`config.mk`:
```
export PLATFORM = sky130hd
export DESIGN_NAME = diff_drive_odometry
export DESIGN_NICKNAME = d
export VERILOG_FILES = /design/src/design/ddo_pkg.sv /design/src/design/diff_drive_odometry.sv /design/src/design/ddo_muldiv.sv /design/src/design/ddo_cordic.sv
export SDC_FILE = /design/constraint.sdc
export NUM_CORES = 2
export LEC_CHECK = 0
export BUFFER_PORTS_ARGS = -buffer_cell sky130_fd_sc_hd__buf_2
export CAP_MARGIN = 20
export CORE_ASPECT_RATIO = 1.2
export CORE_MARGIN = 1.5
export CORE_UTILIZATION = 25
export DETAILED_ROUTE_END_ITERATION = 12
export PLACE_DENSITY = 0.45
export RECOVER_POWER = 100
export SLEW_MARGIN = 20
export SYNTH_ARGS = -nofsm -noshare
export SYNTH_HDL_FRONTEND = slang
export SYNTH_SLANG_ARGS = --single-unit
```
`constraint.sdc`:
```
create_clock -name clk -period 15.9 [get_ports clk]
set_input_delay 2.385 -clock clk [delete_from_list [all_inputs] [get_ports clk]]
set_output_delay 2.385 -clock clk [all_outputs]
set_load 0.005 [all_outputs]
```
`src/design/ddo_pkg.sv`:
```
// ddo_pkg: shared types, constants and the arctangent table for the
// differential-drive odometry block. No dependencies.
package ddo_pkg;

  localparam int CORDIC_STEPS_DEF = 16;
  localparam int MAX_ROT          = 24;

  localparam logic [15:0]        RADIUS_RST   = 16'd6881;
  localparam logic [19:0]        TRACK_RST    = 20'd34734;
  localparam logic [29:0]        TURN_SCALE   = 30'd683565276;
  localparam logic signed [33:0] CORDIC_GAIN  = 34'sd652032874;
  localparam logic [19:0]        USEC_PER_SEC = 20'd1000000;

  typedef enum logic {
    REG_RADIUS = 1'b0,
    REG_TRACK  = 1'b1
  } reg_idx_t;

  typedef enum logic {
    MD_MUL,
    MD_DIV
  } md_op_t;

  typedef struct packed {
    logic   start;
    md_op_t op;
  } md_ctl_t;

  typedef enum logic [3:0] {
    S_IDLE, S_DS, S_NUM, S_DTH, S_DBAM, S_HBAM, S_CS, S_PX, S_PY,
    S_LVM, S_LVD, S_AVM, S_AVD, S_QUAT, S_OUT
  } state_t;

  // atan(2^-i) as a binary angle, 2^32 = one turn
  function automatic logic [31:0] atan_bam(input logic [4:0] idx);
    logic [31:0] v;
    case (idx)
      5'd0:  v = 32'h20000000;
      5'd1:  v = 32'h12E4051E;
      5'd2:  v = 32'h09FB385B;
      5'd3:  v = 32'h051111D4;
      5'd4:  v = 32'h028B0D43;
      5'd5:  v = 32'h0145D7E1;
      5'd6:  v = 32'h00A2F61E;
      5'd7:  v = 32'h00517C55;
      5'd8:  v = 32'h0028BE53;
      5'd9:  v = 32'h00145F2F;
      5'd10: v = 32'h000A2F98;
      5'd11: v = 32'h000517CC;
      5'd12: v = 32'h00028BE6;
      5'd13: v = 32'h000145F3;
      5'd14: v = 32'h0000A2FA;
      5'd15: v = 32'h0000517D;
      5'd16: v = 32'h000028BE;
      5'd17: v = 32'h0000145F;
      5'd18: v = 32'h00000A30;
      5'd19: v = 32'h00000518;
      5'd20: v = 32'h0000028C;
      5'd21: v = 32'h00000146;
      5'd22: v = 32'h000000A3;
      5'd23: v = 32'h00000051;
      default: v = 32'h0;
    endcase
    return v;
  endfunction

endpackage

```
`src/design/diff_drive_odometry.sv`:
```
// diff_drive_odometry: differential-drive wheel odometry, top level.
// Depends on ddo_pkg, ddo_muldiv and ddo_cordic.
//
// Use:
//   One input transaction per wheel tick on the s_ channel carries both wheel
//   angles, their valid flags and the elapsed time. One output transaction on
//   the m_ channel returns the pose (x, y, yaw), the half-yaw quaternion z/w,
//   the linear and angular speed and the zero-time flag.
//   The wheel radius (address 0) and wheel_track (address 4) read back over APB;
//   write them only when no tick is in flight (the block does not check).
// Throughput:
//   One tick at a time; s_tready is high only when the sequencer is idle.
//   All arithmetic runs through one bit-serial multiply/divide unit (one bit
//   per cycle, divides take 66 steps) plus one CORDIC unit (CORDIC_STEPS
//   rotations, run twice per tick, once when elapsed_us is zero). Multiplies
//   stop early on short multipliers.
// Reset: clears pose, heading, stored angles and flags, restores register
//   defaults and empties the output register.
// Stall: a finished result sits in the output register until m_tready; the
//   sequencer holds its last step until that register is free.
module diff_drive_odometry #(
  parameter int CORDIC_STEPS = ddo_pkg::CORDIC_STEPS_DEF
) (
  input  logic         clk,
  input  logic         rst,
  // configuration port
  input  logic         psel,
  input  logic         penable,
  input  logic         pwrite,
  input  logic [2:0]   paddr,
  input  logic [31:0]  pwdata,
  output logic [31:0]  prdata,
  output logic         pready,
  // tick input
  input  logic         s_tvalid,
  output logic         s_tready,
  input  logic [87:0]  s_tdata,   // left_angle, right_angle, elapsed_us
  input  logic [1:0]   s_tuser,   // left_ok, right_ok
  // pose output
  output logic         m_tvalid,
  input  logic         m_tready,
  output logic [191:0] m_tdata,   // pos_x, pos_y, yaw_angle, quat_z, quat_w,
                                  // lin_vel, ang_vel
  output logic [0:0]   m_tuser    // zero_time
);
  import ddo_pkg::*;

  // configuration
  logic [15:0] radius;
  logic [19:0] wheel_track;
  logic [19:0] track_eff;

  // persistent state
  state_t      state, state_next;
  logic [31:0] prev_left, prev_right;
  logic        prev_left_bad, prev_right_bad;
  logic signed [31:0] acc_x, acc_y;
  logic [31:0] heading;

  // per-tick working registers
  logic signed [33:0] sum, diff;
  logic [23:0]        dt;
  logic               zero;
  logic signed [34:0] ds;
  logic [63:0]        t32;
  logic [49:0]        dthq;
  logic [31:0]        dbam;
  logic signed [31:0] lv, av;
  logic signed [15:0] qz, qw;

  // shared units
  md_ctl_t            md_ctl;
  logic [65:0]        md_a, md_result;
  logic [33:0]        md_b;
  logic               md_done;
  logic               cs_start, cs_done;
  logic [31:0]        cs_angle;
  logic signed [33:0] cos_val, sin_val;

  // input fields
  logic [31:0]        cl, cr;
  logic [23:0]        dt_in;
  logic               lok, rok, accept;
  logic signed [32:0] dl_in, dr_in;
  logic signed [33:0] sum_in, diff_in;
  logic [33:0]        sum_mag_in, diff_mag;

  // datapath helpers
  logic signed [63:0] ds_prod, ds_rnd;
  logic [63:0]        t32_c;
  logic signed [34:0] dsc;
  logic [32:0]        dsc_mag;
  logic [34:0]        ds_mag;
  logic [33:0]        cos_mag, sin_mag;
  logic signed [33:0] trig;
  logic signed [63:0] pos_prod;
  logic signed [33:0] pos_rnd;
  logic signed [31:0] acc_sel;
  logic signed [35:0] acc_sum;
  logic signed [31:0] acc_new;
  logic               dth_big;
  logic               wr_en;

  function automatic logic signed [31:0] sat32(input logic signed [35:0] v);
    if (v > 36'sd2147483647) return 32'sh7FFF_FFFF;
    if (v < -36'sd2147483648) return 32'sh8000_0000;
    return v[31:0];
  endfunction

  function automatic logic signed [15:0] sat16(input logic signed [19:0] v);
    if (v > 20'sd32767) return 16'sh7FFF;
    if (v < -20'sd32768) return 16'sh8000;
    return v[15:0];
  endfunction

  // quotient q of |v|*1e6/dt back to a signed, saturated rate
  function automatic logic signed [31:0] rate_of(input logic neg,
                                                 input logic [65:0] q);
    if (q[65:31] != '0) return neg ? 32'sh8000_0000 : 32'sh7FFF_FFFF;
    return neg ? -$signed(q[31:0]) : $signed(q[31:0]);
  endfunction

  function automatic logic signed [15:0] q15_of(input logic signed [33:0] v);
    logic signed [34:0] t;
    t = {v[33], v} + 35'sd16384;
    return sat16(20'(t >>> 15));
  endfunction

  //--------------------------------------------------------------------------
  // Configuration port: writes complete in the access phase
  //--------------------------------------------------------------------------
  assign pready = 1'b1;
  assign wr_en  = psel && penable && pwrite;

  always_ff @(posedge clk) begin
    if (rst) begin
      radius      <= RADIUS_RST;
      wheel_track <= TRACK_RST;
    end else if (wr_en) begin
      case (reg_idx_t'(paddr[2]))
        REG_RADIUS: radius      <= pwdata[15:0];
        REG_TRACK:  wheel_track <= pwdata[19:0];
        default: ;
      endcase
    end
  end

  always_comb begin
    case (reg_idx_t'(paddr[2]))
      REG_RADIUS: prdata = {16'h0, radius};
      REG_TRACK:  prdata = {12'h0, wheel_track};
      default:    prdata = '0;
    endcase
  end

  // a zero track divides by one
  assign track_eff = (wheel_track == '0) ? 20'd1 : wheel_track;

  //--------------------------------------------------------------------------
  // Wheel deltas from the incoming tick
  //--------------------------------------------------------------------------
  assign cl       = s_tdata[31:0];
  assign cr       = s_tdata[63:32];
  assign dt_in    = s_tdata[87:64];
  assign lok      = s_tuser[0];
  assign rok      = s_tuser[1];
  assign s_tready = (state == S_IDLE);
  assign accept   = s_tvalid && s_tready;

  always_comb begin
    // a wheel that is invalid now, or was on the last tick, contributes no travel
    dl_in = (lok && !prev_left_bad) ?
            $signed({cl[31], cl}) - $signed({prev_left[31], prev_left}) : '0;
    dr_in = (rok && !prev_right_bad) ?
            $signed({cr[31], cr}) - $signed({prev_right[31], prev_right}) : '0;
    sum_in     = {dl_in[32], dl_in} + {dr_in[32], dr_in};
    diff_in    = {dr_in[32], dr_in} - {dl_in[32], dl_in};
    sum_mag_in = sum_in[33] ? 34'(-sum_in) : 34'(sum_in);
    diff_mag   = diff[33] ? 34'(-diff) : 34'(diff);
  end

  //--------------------------------------------------------------------------
  // Datapath around the shared units
  //--------------------------------------------------------------------------
  always_comb begin
    // ds = (R*(dL+dR) + 2^16) >> 17
    ds_prod = sum[33] ? -$signed(md_result[63:0]) : $signed(md_result[63:0]);
    ds_rnd  = ds_prod + 64'sd65536;
    // Q.32 heading change, two's complement on a negative numerator
    t32_c   = diff[33] ? -md_result[63:0] : md_result[63:0];
    // travel clamped to +-2^32 before the rotation
    if (ds > 35'sd4294967296) dsc = 35'sd4294967296;
    else if (ds < -35'sd4294967296) dsc = -35'sd4294967296;
    else dsc = ds;
    dsc_mag = dsc[34] ? 33'(-dsc) : 33'(dsc);
    ds_mag  = ds[34] ? 35'(-ds) : 35'(ds);
    cos_mag = cos_val[33] ? 34'(-cos_val) : 34'(cos_val);
    sin_mag = sin_val[33] ? 34'(-sin_val) : 34'(sin_val);
    // x uses cos, y uses sin; same rounding and saturation path
    trig     = (state == S_PY) ? sin_val : cos_val;
    acc_sel  = (state == S_PY) ? acc_y : acc_x;
    pos_prod = (dsc[34] ^ trig[33]) ? -$signed(md_result[63:0])
                                     : $signed(md_result[63:0]);
    pos_rnd  = 34'((pos_prod + 64'sd536870912) >>> 30);
    acc_sum  = {{4{acc_sel[31]}}, acc_sel} + {{2{pos_rnd[33]}}, pos_rnd};
    acc_new  = sat32(acc_sum);
    dth_big  = (dthq[49:43] != '0);
    cs_angle = (state == S_HBAM) ? heading + md_result[63:32]
                                 : {1'b0, heading[31:1]};
  end

  //--------------------------------------------------------------------------
  // Sequencer
  //--------------------------------------------------------------------------
  always_ff @(posedge clk) begin
    if (rst) state <= S_IDLE;
    else state <= state_next;
  end

  always_comb begin
    state_next = state;
    md_ctl     = '{start: 1'b0, op: MD_MUL};
    md_a       = '0;
    md_b       = '0;
    cs_start   = 1'b0;
    case (state)
      S_IDLE: begin
        if (accept) begin
          md_ctl     = '{start: 1'b1, op: MD_MUL};
          md_a       = 66'(sum_mag_in);
          md_b       = {18'h0, radius};
          state_next = S_DS;
        end
      end
      S_DS: begin
        if (md_done) begin
          md_ctl     = '{start: 1'b1, op: MD_MUL};
          md_a       = 66'(diff_mag);
          md_b       = {18'h0, radius};
          state_next = S_NUM;
        end
      end
      S_NUM: begin
        // |num| << 16 over the track gives q and the Q.32 fraction at once
        if (md_done) begin
          md_ctl     = '{start: 1'b1, op: MD_DIV};
          md_a       = {md_result[49:0], 16'h0};
          md_b       = {14'h0, track_eff};
          state_next = S_DTH;
        end
      end
      S_DTH: begin
        if (md_done) begin
          if (zero) begin
            cs_start   = 1'b1;
            state_next = S_QUAT;
          end else begin
            md_ctl     = '{start: 1'b1, op: MD_MUL};
            md_a       = {2'b00, t32_c};
            md_b       = {4'h0, TURN_SCALE};
            state_next = S_DBAM;
          end
        end
      end
      S_DBAM: begin
        if (md_done) begin
          md_ctl     = '{start: 1'b1, op: MD_MUL};
          md_a       = {2'b00, 64'($signed(t32) >>> 1)};
          md_b       = {4'h0, TURN_SCALE};
          state_next = S_HBAM;
        end
      end
      S_HBAM: begin
        if (md_done) begin
          cs_start   = 1'b1;
          state_next = S_CS;
        end
      end
      S_CS: begin
        if (cs_done) begin
          md_ctl     = '{start: 1'b1, op: MD_MUL};
          md_a       = 66'(dsc_mag);
          md_b       = cos_mag;
          state_next = S_PX;
        end
      end
      S_PX: begin
        if (md_done) begin
          md_ctl     = '{start: 1'b1, op: MD_MUL};
          md_a       = 66'(dsc_mag);
          md_b       = sin_mag;
          state_next = S_PY;
        end
      end
      S_PY: begin
        if (md_done) begin
          md_ctl     = '{start: 1'b1, op: MD_MUL};
          md_a       = 66'(ds_mag);
          md_b       = {14'h0, USEC_PER_SEC};
          state_next = S_LVM;
        end
      end
      S_LVM: begin
        if (md_done) begin
          md_ctl     = '{start: 1'b1, op: MD_DIV};
          md_a       = md_result;
          md_b       = {10'h0, dt};
          state_next = S_LVD;
        end
      end
      S_LVD: begin
        if (md_done) begin
          if (dth_big) begin
            cs_start   = 1'b1;
            state_next = S_QUAT;
          end else begin
            md_ctl     = '{start: 1'b1, op: MD_MUL};
            md_a       = 66'(dthq);
            md_b       = {14'h0, USEC_PER_SEC};
            state_next = S_AVM;
          end
        end
      end
      S_AVM: begin
        if (md_done) begin
          md_ctl     = '{start: 1'b1, op: MD_DIV};
          md_a       = md_result;
          md_b       = {10'h0, dt};
          state_next = S_AVD;
        end
      end
      S_AVD: begin
        if (md_done) begin
          cs_start   = 1'b1;
          state_next = S_QUAT;
        end
      end
      S_QUAT: begin
        if (cs_done) state_next = S_OUT;
      end
      S_OUT: begin
        if (!m_tvalid || m_tready) state_next = S_IDLE;
      end
      default: state_next = S_IDLE;
    endcase
  end

  //--------------------------------------------------------------------------
  // Pose state and output register
  //--------------------------------------------------------------------------
  always_ff @(posedge clk) begin
    if (rst) begin
      prev_left      <= '0;
      prev_right     <= '0;
      prev_left_bad  <= 1'b0;
      prev_right_bad <= 1'b0;
      acc_x          <= '0;
      acc_y          <= '0;
      heading        <= '0;
      m_tvalid       <= 1'b0;
    end else begin
      if (accept) begin
        prev_left      <= cl;
        prev_right     <= cr;
        prev_left_bad  <= !lok;
        prev_right_bad <= !rok;
      end
      if (state == S_PX && md_done) acc_x <= acc_new;
      if (state == S_PY && md_done) begin
        acc_y   <= acc_new;
        heading <= heading + dbam;
      end
      if (state == S_OUT && (!m_tvalid || m_tready)) m_tvalid <= 1'b1;
      else if (m_tready) m_tvalid <= 1'b0;
    end
  end

  always_ff @(posedge clk) begin
    if (accept) begin
      sum  <= sum_in;
      diff <= diff_in;
      dt   <= dt_in;
      zero <= (dt_in == '0);
    end
    if (state == S_DS && md_done) ds <= 35'(ds_rnd >>> 17);
    if (state == S_DTH && md_done) begin
      t32  <= t32_c;
      dthq <= md_result[65:16];
      if (zero) begin
        lv <= '0;
        av <= '0;
      end
    end
    if (state == S_DBAM && md_done) dbam <= md_result[63:32];
    if (state == S_LVD && md_done) begin
      lv <= rate_of(ds[34], md_result);
      if (dth_big) av <= diff[33] ? 32'sh8000_0000 : 32'sh7FFF_FFFF;
    end
    if (state == S_AVD && md_done) av <= rate_of(diff[33], md_result);
    if (state == S_QUAT && cs_done) begin
      qz <= q15_of(sin_val);
      qw <= q15_of(cos_val);
    end
    if (state == S_OUT && (!m_tvalid || m_tready)) begin
      m_tdata <= {av, lv, qw, qz, heading, acc_y, acc_x};
      m_tuser <= zero;
    end
  end

  ddo_muldiv u_muldiv (
    .clk    (clk),
    .rst    (rst),
    .ctl    (md_ctl),
    .opa    (md_a),
    .opb    (md_b),
    .done   (md_done),
    .result (md_result)
  );

  ddo_cordic #(
    .STEPS (CORDIC_STEPS)
  ) u_cordic (
    .clk     (clk),
    .rst     (rst),
    .start   (cs_start),
    .angle   (cs_angle),
    .done    (cs_done),
    .cos_val (cos_val),
    .sin_val (sin_val)
  );

endmodule

```
`src/design/ddo_muldiv.sv`:
```
// ddo_muldiv: shared bit-serial unit, shift-add multiply and restoring divide.
// Depends on ddo_pkg.
module ddo_muldiv (
  input  logic            clk,
  input  logic            rst,
  input  ddo_pkg::md_ctl_t ctl,
  input  logic [65:0]     opa,    // multiplicand or dividend
  input  logic [33:0]     opb,    // multiplier, or divisor in the low 24 bits
  output logic            done,
  output logic [65:0]     result  // product mod 2^66 or quotient
);
  import ddo_pkg::*;

  localparam int DIV_STEPS = 66;
  localparam int CNT_W     = $clog2(DIV_STEPS + 1);

  logic             busy;
  md_op_t           op;
  logic [65:0]      ra;
  logic [65:0]      acc;
  logic [33:0]      rb;
  logic [23:0]      rem;
  logic [CNT_W-1:0] cnt;
  logic             last;
  logic [24:0]      rsh;
  logic             fits;

  always_comb begin
    last = (op == MD_MUL) ? (rb == '0) : (cnt == '0);
    rsh  = {rem, ra[65]};
    fits = rsh >= {1'b0, rb[23:0]};
  end

  always_ff @(posedge clk) begin
    if (rst) begin
      busy <= 1'b0;
      done <= 1'b0;
    end else begin
      done <= 1'b0;
      if (ctl.start) begin
        busy <= 1'b1;
      end else if (busy && last) begin
        busy <= 1'b0;
        done <= 1'b1;
      end
    end
  end

  always_ff @(posedge clk) begin
    if (ctl.start) begin
      op  <= ctl.op;
      ra  <= opa;
      rb  <= opb;
      acc <= '0;
      rem <= '0;
      cnt <= CNT_W'(DIV_STEPS);
    end else if (busy && !last) begin
      if (op == MD_MUL) begin
        if (rb[0]) acc <= acc + ra;
        ra <= ra << 1;
        rb <= rb >> 1;
      end else begin
        ra <= ra << 1;
        if (fits) rem <= 24'(rsh - {1'b0, rb[23:0]});
        else rem <= rsh[23:0];
        acc <= {acc[64:0], fits};
        cnt <= cnt - 1'b1;
      end
    end
  end

  assign result = acc;

endmodule

```
`src/design/ddo_cordic.sv`:
```
// ddo_cordic: iterative rotation-mode CORDIC, one micro-rotation per cycle.
// Depends on ddo_pkg (gain and arctangent table).
module ddo_cordic #(
  parameter int STEPS = ddo_pkg::CORDIC_STEPS_DEF
) (
  input  logic               clk,
  input  logic               rst,
  input  logic               start,
  input  logic [31:0]        angle,    // binary angle
  output logic               done,
  output logic signed [33:0] cos_val,  // Q.30, held until next start
  output logic signed [33:0] sin_val
);
  import ddo_pkg::*;

  localparam int CW = $clog2(STEPS + 1);

  logic               busy;
  logic               flip;
  logic signed [33:0] x, y, z;
  logic [CW-1:0]      i;
  logic               fold;
  logic [31:0]        a_f;
  logic signed [33:0] xs, ys, at;

  always_comb begin
    fold = (angle >= 32'h4000_0000) && (angle < 32'hC000_0000);
    a_f  = fold ? angle - 32'h8000_0000 : angle;
    xs   = x >>> i;
    ys   = y >>> i;
    at   = $signed({2'b00, atan_bam(5'(i))});
  end

  always_ff @(posedge clk) begin
    if (rst) begin
      busy <= 1'b0;
      done <= 1'b0;
    end else begin
      done <= 1'b0;
      if (start) begin
        busy <= 1'b1;
      end else if (busy && (i == CW'(STEPS))) begin
        busy <= 1'b0;
        done <= 1'b1;
      end
    end
  end

  always_ff @(posedge clk) begin
    if (start) begin
      flip <= fold;
      x    <= CORDIC_GAIN;
      y    <= '0;
      z    <= $signed({{2{a_f[31]}}, a_f});
      i    <= '0;
    end else if (busy && (i != CW'(STEPS))) begin
      if (!z[33]) begin
        x <= x - ys;
        y <= y + xs;
        z <= z - at;
      end else begin
        x <= x + ys;
        y <= y - xs;
        z <= z + at;
      end
      i <= i + 1'b1;
    end
  end

  assign cos_val = flip ? -x : x;
  assign sin_val = flip ? -y : y;

endmodule

```
==> metrics.txt <==
die height 631 µm; CTS H-Tree Depth 4; count of cell types in the netlist 114; Area Growth Syn to Fin 13.0%; maximum root-to-sink buffer count 4; Synth Instances 9718; Tcrit/Tclk final 76.3%; antenna violations before repair 14; CP max stage cell nor2_1; worst skew pair latency 0.88 ns; Clock Sinks 1072; Top FF cell, synth edfxtp_1; area of the core 0.327 mm²; worst reg2reg path endpoint acc_x[3]; first-pass GRT wire length 490 mm; Vias 75583; area occupied by multi-input gates 0.0508 mm²; Setup violations, final 0; worst reg2reg startpoint ds[8]; Die X 526 µm; Tmin final 12.13 ns; status finished, violations left; share of synthesized registers carrying an async set or reset 0%; Num CTS Buffers 144; WL per Instance 23.6 µm; Resized cells post-CTS 0; Seq/Total Area, Yosys 33.8%; hold path cells 0; most used cell, CP nor2_1; row count 230; R2R cell count 28; clock root cell clkbuf_16; max incr delay on CP 1.59 ns; DR iter-0 viols 6435; Initial Util 25.1%; final max-slew violation count 1928; Setup WS post-layout 3.77 ns; DP HPWL 249 mm; most instantiated library cell after synthesis nand2_1; Final Hold Viols 0; Post-synth EDFFs 633; CP Max Fanout 25; Leakage 0.0350 µW; Routed Antenna Nets 0; Max-slew headroom -193%; TritonCTS clock tree built; RD Place Congestion 0.931; postcts setup bufs 0; GRT Overall Usage 19.3%; final total power 13900 µW; fraction of layout cells with a size suffix above 1 8.04%; Fmax 82.5 MHz; via density per instance 5.32; Total Wirelength 335 mm; Worst EP arrival 12.76 ns; unrepaired setup endpoints after global routing no; total gr overflow 0; DR pass1 iterations 6; WHS Endpoint m_tdata[98]; worst path required time 16.53 ns; Fin Clk Skew 0.0748 ns; DIE AREA 0.332 mm²; vias in the first global route 73561; I/O Buffers 332; Pwr Density 150 mW/mm²; top post-synthesis cells by area edfxtp_1 (23%), dfxtp_1 (11%), ha_1 (6.7%); failing checks max-capacitance violations, max-slew violations; FF/Latch Area 0.0278 mm²; Hold WC Path Type reg -> reg; dpl ws 6.21 ns; I/O pin cnt 360; # hold bufs at CTS 0; fillcell total 34938; CP Launch Type register; Ys Warns 0; Post-synth top cells nand2_1 (1170), a21oi_1 (875), nor2_1 (854); Yosys reg bits 1072; largest net degree at the start of global routing 133; Reg clk slew, reported paths 0.06 ns; WS Path Type reg -> reg; nets@finish 10375; Synth top area share 23.1%; Synth area leader edfxtp_1; Min-Delay Startpoint qz[2]; worst reg-to-reg setup slack 3.77 ns; final setup TNS 0 ns; Slew @ Worst Pin 4.40 ns; mean area per synthesized cell 8.46 µm²; Crit. End Element register; Post-route DRC 0; maximum capacitance violations 52; Post-Syn Area 0.0822 mm²; peak supply drop 0.0000743 V
-- registers in the layout, summed over array words and instances, names as in the netlist, 35 cells and up --
register / cells
m_tdata: 192
u_muldiv.ra: 66
u_muldiv.result: 66
t32: 63
dthq: 50
ds: 35
-- how the worst max path moves through the flow --
stage | start | endpoint | depth (start not counted) | slack, ns
final | ds[8] | acc_x[3] | 28 | 3.77
after global routing | ds[12] | acc_x[11] | 28 | 3.01
after CTS | ds[6] | acc_y[8] | 28 | 6.13
after detailed placement | s_tdata[32] | u_muldiv.ra[1] | 28 | 6.21
after global placement | u_cordic.y[5] | acc_y[7] | 28 | 6.14
after floorplan | m_tready | m_tdata[0] | 2 | 5.45
-- routing by layer --
| layer | up-vias | track usage (%) | share of wire, % |
|---|---|---|---|
| met5 | - | 0 | 0.0021 |
| met4 | 2 | 8.19 | 4.9 |
| met3 | 632 | 2.42 | 5.6 |
| met1 | 36583 | 23.3 | 40 |
| li1 | 35748 | - | - |
| met2 | 2618 | 34.3 | 49 |
-- area by class of cell --
type	count	share of cell area, %
multi-input cells	7677	54.7
flip-flops and latches	1072	29.9
inverters	308	1.25
clock buffers	183	4.25
well taps	4292	5.78
diodes	9	0.0242
repair buffers	585	3.21
clock inverters	80	0.905
-- power breakdown --
part           switching [µW]  internal [µW]  total [µW]  leakage (µW)
logic                    4400           2270        6670        0.0229
registers                 353           3530        3880       0.00966
clock network            1400           1970        3380       0.00236
total                    6150           7770       13900        0.0350
-- metrics by stage --
| stage | cells | utilization [%] | hold slack [ns] | instance area [µm²] |
|---|---|---|---|---|
| floorplan | 9729 | - | 0.400 | 82200 |
| global placement | 13930 | 27.1 | 0.408 | 88800 |
| detailed placement | 13931 | 27.1 | 0.405 | 88800 |
| CTS | 14194 | 28.6 | 0.411 | 93600 |
| global route | 14199 | 28.4 | 0.416 | 92900 |
| finish | 14206 | 28.4 | 0.409 | 92900 |
-- worst max-delay path: cells and delay by family, from the launching register on --
kind,cells,cell delay (ns)
simple gates,12,5.07
buf+inv,1,1.08
fa+ha+maj,2,0.79
xor+xnor,2,0.40
flops,1,0.50
compound gates,11,3.99
-- cell families after synthesis --
| logic type | Yosys count | synth area share (%) |
|---|---|---|
| AND/OR/NAND/NOR | 3267 | 18.7 |
| AO/OA/AOI/OAI | 2811 | 22.1 |
| flip-flops | 1072 | 33.8 |
| buffers and inverters | 980 | 4.61 |
| XOR/XNOR | 900 | 9.61 |
| adder cells (fa/ha/maj) | 455 | 7.04 |
| multiplexers | 231 | 4.12 |
| other | 2 | 0.00914 |
-- layout by cell type, fill, tap and decap left out, types with 111 or more instances in the layout --
master,count
edfxtp_1,633
buf_4,137
buf_2,186
dfxtp_1,437
nor2_1,847
nand2_1,1168
nor3_1,197
xnor2_1,557
ha_1,443
clkbuf_1,280
o21ai_0,533
a21oi_1,875
inv_1,302
mux2i_1,111
nand3_1,182
clkbuf_16,148
xor2_1,341
a211oi_1,172
a31oi_1,148
a21o_1,200
Power figures use the tool's default switching activity.
